==> config.mk <==
export PLATFORM = sky130hd
export DESIGN_NAME = vts_blend
export DESIGN_NICKNAME = d
export VERILOG_FILES = /design/src/rtl/core/vts_pkg.sv /design/src/rtl/core/vts_blend.sv
export SDC_FILE = /design/constraint.sdc
export NUM_CORES = 1
export LEC_CHECK = 0
export ABC_AREA = 1
export BUFFER_PORTS_ARGS = -buffer_cell sky130_fd_sc_hd__buf_2
export CORE_ASPECT_RATIO = 1.2
export CORE_MARGIN = 1.5
export CORE_UTILIZATION = 25
export CTS_BUF_LIST = sky130_fd_sc_hd__clkbuf_4
export CTS_CLUSTER_SIZE = 8
export DETAILED_ROUTE_END_ITERATION = 7
export HOLD_SLACK_MARGIN = 0.06
export SLEW_MARGIN = 40
export SYNTH_ARGS = -nofsm -noshare
export SYNTH_HDL_FRONTEND = slang
export SYNTH_SLANG_ARGS = --single-unit
==> constraint.sdc <==
create_clock -name clk -period 1 [get_ports clk]
set_input_delay 0.2 -clock clk [delete_from_list [all_inputs] [get_ports clk]]
set_output_delay 0.2 -clock clk [all_outputs]
set_load 0.02 [all_outputs]
==> src/rtl/core/vts_pkg.sv <==
// vts_pkg: shared constants and codes for the volume trilinear sampler
// used by vts_blend and volume_trilinear_sampler_top; no dependencies
package vts_pkg;

	// fixed field widths
	localparam int PIX_W     = 8;
	localparam int POS_W     = 16;
	localparam int CFG_W     = 7;
	localparam int CFG_IDX_W = 2;

	// default volume geometry and fixed-point format
	localparam int DEF_MAX_WIDTH  = 64;
	localparam int DEF_MAX_HEIGHT = 64;
	localparam int DEF_MAX_SLICES = 16;
	localparam int DEF_FRAC_BITS  = 8;

	// register indexes
	localparam logic [CFG_IDX_W-1:0] CFG_WIDTH_USED  = 2'd0;
	localparam logic [CFG_IDX_W-1:0] CFG_HEIGHT_USED = 2'd1;
	localparam logic [CFG_IDX_W-1:0] CFG_SLICES_USED = 2'd2;
	localparam logic [CFG_IDX_W-1:0] CFG_INTERP_MODE = 2'd3;

	// register reset values
	localparam logic [6:0] RST_WIDTH_USED  = 7'd64;
	localparam logic [6:0] RST_HEIGHT_USED = 7'd64;
	localparam logic [4:0] RST_SLICES_USED = 5'd16;

	// request function and sampling mode codes
	typedef enum logic {
		FUNC_WRITE  = 1'b0,
		FUNC_SAMPLE = 1'b1
	} func_t;

	typedef enum logic {
		MODE_TRILINEAR = 1'b0,
		MODE_NEAREST   = 1'b1
	} interp_mode_t;

endpackage

==> src/rtl/core/vts_blend.sv <==
// vts_blend: one registered linear blend stage, (a*(ONE-f) + b*f) >> FRAC_BITS
// depends on vts_pkg for the pixel width and the default fraction bits
module vts_blend
	import vts_pkg::*;
#(
	parameter int FRAC_BITS = DEF_FRAC_BITS
) (
	input  logic                 clk,
	input  logic                 arst_n,
	input  logic                 go,
	input  logic [PIX_W-1:0]     a,
	input  logic [PIX_W-1:0]     b,
	input  logic [FRAC_BITS-1:0] frac,
	output logic                 res_valid,
	output logic [PIX_W-1:0]     res
);

	localparam int WGT_W  = FRAC_BITS + 1;
	localparam int PROD_W = PIX_W + WGT_W;
	localparam int SUM_W  = PROD_W + 1;
	localparam logic [WGT_W-1:0] ONE = WGT_W'(1) << FRAC_BITS;

	logic [WGT_W-1:0]  wgt_a;
	logic [WGT_W-1:0]  wgt_b;
	logic [PROD_W-1:0] prod_a;
	logic [PROD_W-1:0] prod_b;
	logic [SUM_W-1:0]  sum;
	logic              valid_q;
	logic [PIX_W-1:0]  res_q;

	// weighted sum of the two neighbors
	always_comb begin
		wgt_b  = {1'b0, frac};
		wgt_a  = ONE - wgt_b;
		prod_a = PROD_W'(a) * PROD_W'(wgt_a);
		prod_b = PROD_W'(b) * PROD_W'(wgt_b);
		sum    = SUM_W'(prod_a) + SUM_W'(prod_b);
	end

	// result register, floored to pixel width
	always_ff @(posedge clk or negedge arst_n) begin
		if (!arst_n) begin
			valid_q <= 1'b0;
		end else begin
			valid_q <= go;
		end
	end

	always_ff @(posedge clk) begin
		if (go) begin
			res_q <= PIX_W'(sum >> FRAC_BITS);
		end
	end

	assign res_valid = valid_q;
	assign res       = res_q;

endmodule

Word level (Yosys, flattened, before mapping):

Index checks and enable logic that the tools add are counted.

* add/sub/neg operators: 2
* multipliers: 2
* div/mod/pow operators: 0
* $lt $le $gt $ge: 0
* equality and inequality tests: 0
* shifts and indexed selects: 0
* multiplexer cells: 0
* bitwise operators: 0
* reductions and logical operators: 0

Operator list (count)
* 16-bit adder: 1
* 8-bit by 8-bit multiplier with 16-bit output: 1
* 8-bit by 9-bit multiplier with 16-bit output: 1
* 9-bit by 8-bit subtractor with 9-bit output (first input constant): 1

* register bits after elaboration: 9
* bits in latches: 0
* bits in writable memories: 0
* memory bits (read-only): 0
* input port bits: 27
* memories: 0

Logic depth before layout (Yosys ltp):

* depth after elaboration: 3
* gate-level depth with buffers: 34
* gate-level depth less buffers: 33

Least setup slack after synthesis:

Ideal clock, no wire load.

* path kind: input to register
* start point: in frac[0]
* end point: reg res_q[7], in the netlist res[7], data pin
* arrival: 5.420 ns
* path slack: -4.672 ns
* stages: 29
* cell sequence: buf_6 -> clkinv_2 -> ha_1 -> nand2_4 -> nor2_4 -> inv_2 -> or2_4 -> nor2_2 -> nand2_1 -> nand2_2 -> nor2_1 -> fa_1 -> inv_1 -> fa_1 -> inv_1 -> fa_1 -> fa_1 -> fa_1 -> inv_1 -> fa_1 -> inv_1 -> ha_1 -> nand2_1 -> nor2_1 -> and2_1 -> a21oi_1 -> inv_1 -> nand2_1 -> nand2_1

* word-level cells in the longest chain between the ends: 3

Ends and longest elaborated chain
* from (decl): line vts_blend.sv:13 `input logic [FRAC_BITS-1:0] frac,`
* 9-bit by 8-bit subtractor with 9-bit output: line vts_blend.sv:34 `wgt_a = ONE - wgt_b;`
* 8-bit by 9-bit multiplier with 16-bit output: line vts_blend.sv:35 `prod_a = PROD_W'(a) * PROD_W'(wgt_a);`
* 16-bit adder (*): line vts_blend.sv:37 `sum = SUM_W'(prod_a) + SUM_W'(prod_b);`
* named net sum[15]: line vts_blend.sv:27 `logic [SUM_W-1:0] sum;`
* to (signal assigned): line vts_blend.sv:51 `res_q <= PIX_W'(sum >> FRAC_BITS);`
* to (decl): line vts_blend.sv:29 `logic [PIX_W-1:0] res_q;`

The timed path passes the listed nets; every way through them passes the cells marked *.
A chain may end at the register's enable or synchronous reset.

Final worst setup path:

* start point: in frac[1]
* end point: reg res_q[7], in the netlist res[7], data pin

Same word-level chain as after synthesis.

==> run metrics <==
Worst Tran Pin Value 0.2933 ns; starting DRC count in detailed routing 152; Ys Warns 0; I/O pin count 36; Cell Rows 57; Slew Viols, Final 0; Crit-path slowest cell fa_1; crit path launch type input pin; CP arrival 5.29 ns; worst hold path class in2reg; Synth area leader fa_1; Critical Path RT 1.02 ns; post-place setup slack -4.619 ns; first-pass GRT wire length 22.29 mm; clk buf depth 2; P&R area growth vs syn 27.31%; vias in the first global route 4,700; Synth area leaders fa_1 38%, inv_1 16%, ha_1 15%; routed vias 4,323; Seq/Total Area, Yosys 5.091%; Final Hold Fails 0; CTS Root Cell clkbuf_4; crit-path max FO 5; count of cell types in the netlist 33; Reg clk slew, reported paths 0.07 ns; Inserted Clock Buffers 3; crit end category register; largest net degree at the start of global routing 16; Detailed Routing Iterations Pass 1 6; Remaining Overflow, GRT 0; FILL cells 2,144; chip width 134.8 um; Die ar. 21,720 um^2; Nets 984; failing checks setup timing; fmax 0.1898 GHz; Final Non-Filler Cells 1,060; post-route design area 6633 um^2; status finished with violations; Cell Area, Placed 6339 um^2; Setup Viol. Count Final 11; routability cong. 0.8879; n_diodes 0; DRC 0; Die Y 161.1 um; share of cells above drive strength 1 26.54%; # clock sinks 9; Via density 4.078; CTS tree built; Initial Util 25.63%; Crit Path Class in2reg; initial antenna violation count 0; IO buf count 35; setup tns final -33.65 ns; HPWL Detailed 11.35 mm; routed len/inst 12.03 um; post-synthesis register bit count 9; antenna viol nets, final 0; worst rel slew slack 80.43%; Mapped Area 5210 um^2; Worst path max stage delay 0.54 ns; core area 20,330 um^2; overall routing resource usage 12.84%; Max Cap Violations 0; RSZ-0062 raised after global routing yes; CP most frequent cell fa_1; PnR worst setup slack -4.268 ns; Post-Syn Nets 885; CTS H-tree lvls 1; Cells after DPL 1,047; Avg Cell Area, Syn 7.475 um^2; Routed WL 12.76 mm; fin crit period 5.268 ns; Post-Syn Instances 697; Final Cycle Share 526.8%; Synth top area share 38.42%
==> state kept, by name, summed over array words and instances, names as in the netlist <==
name	count
res_valid	1
res	8
==> logic make-up after synthesis <==
family | Yosys count | synth area share [%]
AND/OR/NAND/NOR | 256 | 20.46
AO/OA/AOI/OAI | 19 | 2.041
flip-flops | 9 | 5.091
XOR/XNOR | 4 | 0.8167
buffers and inverters | 248 | 18.52
adder cells (fa/ha/maj) | 161 | 53.07
==> synth_stat cells (all sizes together) <==
| cell | number |
|---|---|
| a21o | 2 |
| nand4 | 2 |
| inv | 223 |
| nor4 | 2 |
| nand2 | 186 |
| fa | 100 |
| clkinv | 3 |
| and2 | 1 |
| nand3 | 15 |
| o21ai | 5 |
| nor2 | 48 |
| nand3b | 1 |
| o21bai | 1 |
| or2 | 1 |
| edfxtp | 8 |
| xor2 | 3 |
| xnor2 | 1 |
| ha | 61 |
| clkbuf | 15 |
| dfrtp | 1 |
| buf | 7 |
| a21oi | 11 |
==> worst paths after layout <==
path                       startpoint   endpoint  slack [ns]  depth (start not counted)
setup / recovery              frac[1]     res[7]       -4.27                         32
hold / removal                     go  res_valid        0.18                          1
max in group asynchronous      arst_n  res_valid        0.67                          2
min in group asynchronous      arst_n  res_valid        0.25                          2
==> layout make-up <==
cell class / instances / area [um^2] / area share [%]
Clock buffer: 4 / 30.03 / 0.4527
Inverter: 226 / 873.3 / 13.17
Multi-Input combinational cell: 440 / 4299 / 64.82
Sequential cell: 9 / 265.3 / 3.999
Tap cell: 265 / 331.6 / 4.999
Timing Repair Buffer: 116 / 833.3 / 12.56
==> what timing repair did <==
item,4_1_cts,5_1_grt
resized for setup,31,32
hold buffers,1,0
setup buffers,7,1
setup endpoints to repair,14,15
hold endpoints to repair,1,0
pin swaps,20,6
==> worst max-delay path: cells and delay by family <==
family | cells | cell delay [ns]
buf+inv | 9 | 0.45
compound gates | 1 | 0.13
fa+ha+maj | 8 | 3.29
simple gates | 14 | 1.18
==> through the flow <==
stage               util [%]  hold WS [ns]
floorplan                  -      -0.09559
global placement       31.19      -0.02404
detailed placement     31.19      -0.02288
CTS                    32.16        0.1862
global route           32.63        0.1869
finish                 32.63        0.1835
==> per-layer routing <==
layer / GRT usage [%] / wire (um) / vias up
li1: - / - / 2165
met3: 0.6277 / 321 / 8
met1: 15.36 / 5251 / 2080
met2: 25.52 / 7069 / 70
met5: 0 / 0 / -
met4: 1.711 / 114 / 0
==> layout by cell type (no fill, tap or decap), types with 3 or more instances in the layout <==
| cell | count |
|---|---|
| buf_6 | 6 |
| inv_2 | 16 |
| nand3_1 | 12 |
| clkbuf_4 | 4 |
| nor2_4 | 5 |
| fa_2 | 4 |
| buf_4 | 80 |
| nand2_1 | 163 |
| nor2_2 | 13 |
| ha_4 | 8 |
| nand2_4 | 7 |
| ha_1 | 53 |
| nand2_2 | 16 |
| fa_1 | 96 |
| inv_1 | 206 |
| a21oi_4 | 3 |
| o21ai_0 | 3 |
| a21oi_2 | 7 |
| edfxtp_1 | 8 |
| buf_2 | 28 |
| nor2_1 | 30 |
Power is left out: the tool's default activity adds up to more than one toggle a clock period on the data nets, which glitch-free logic cannot reach.
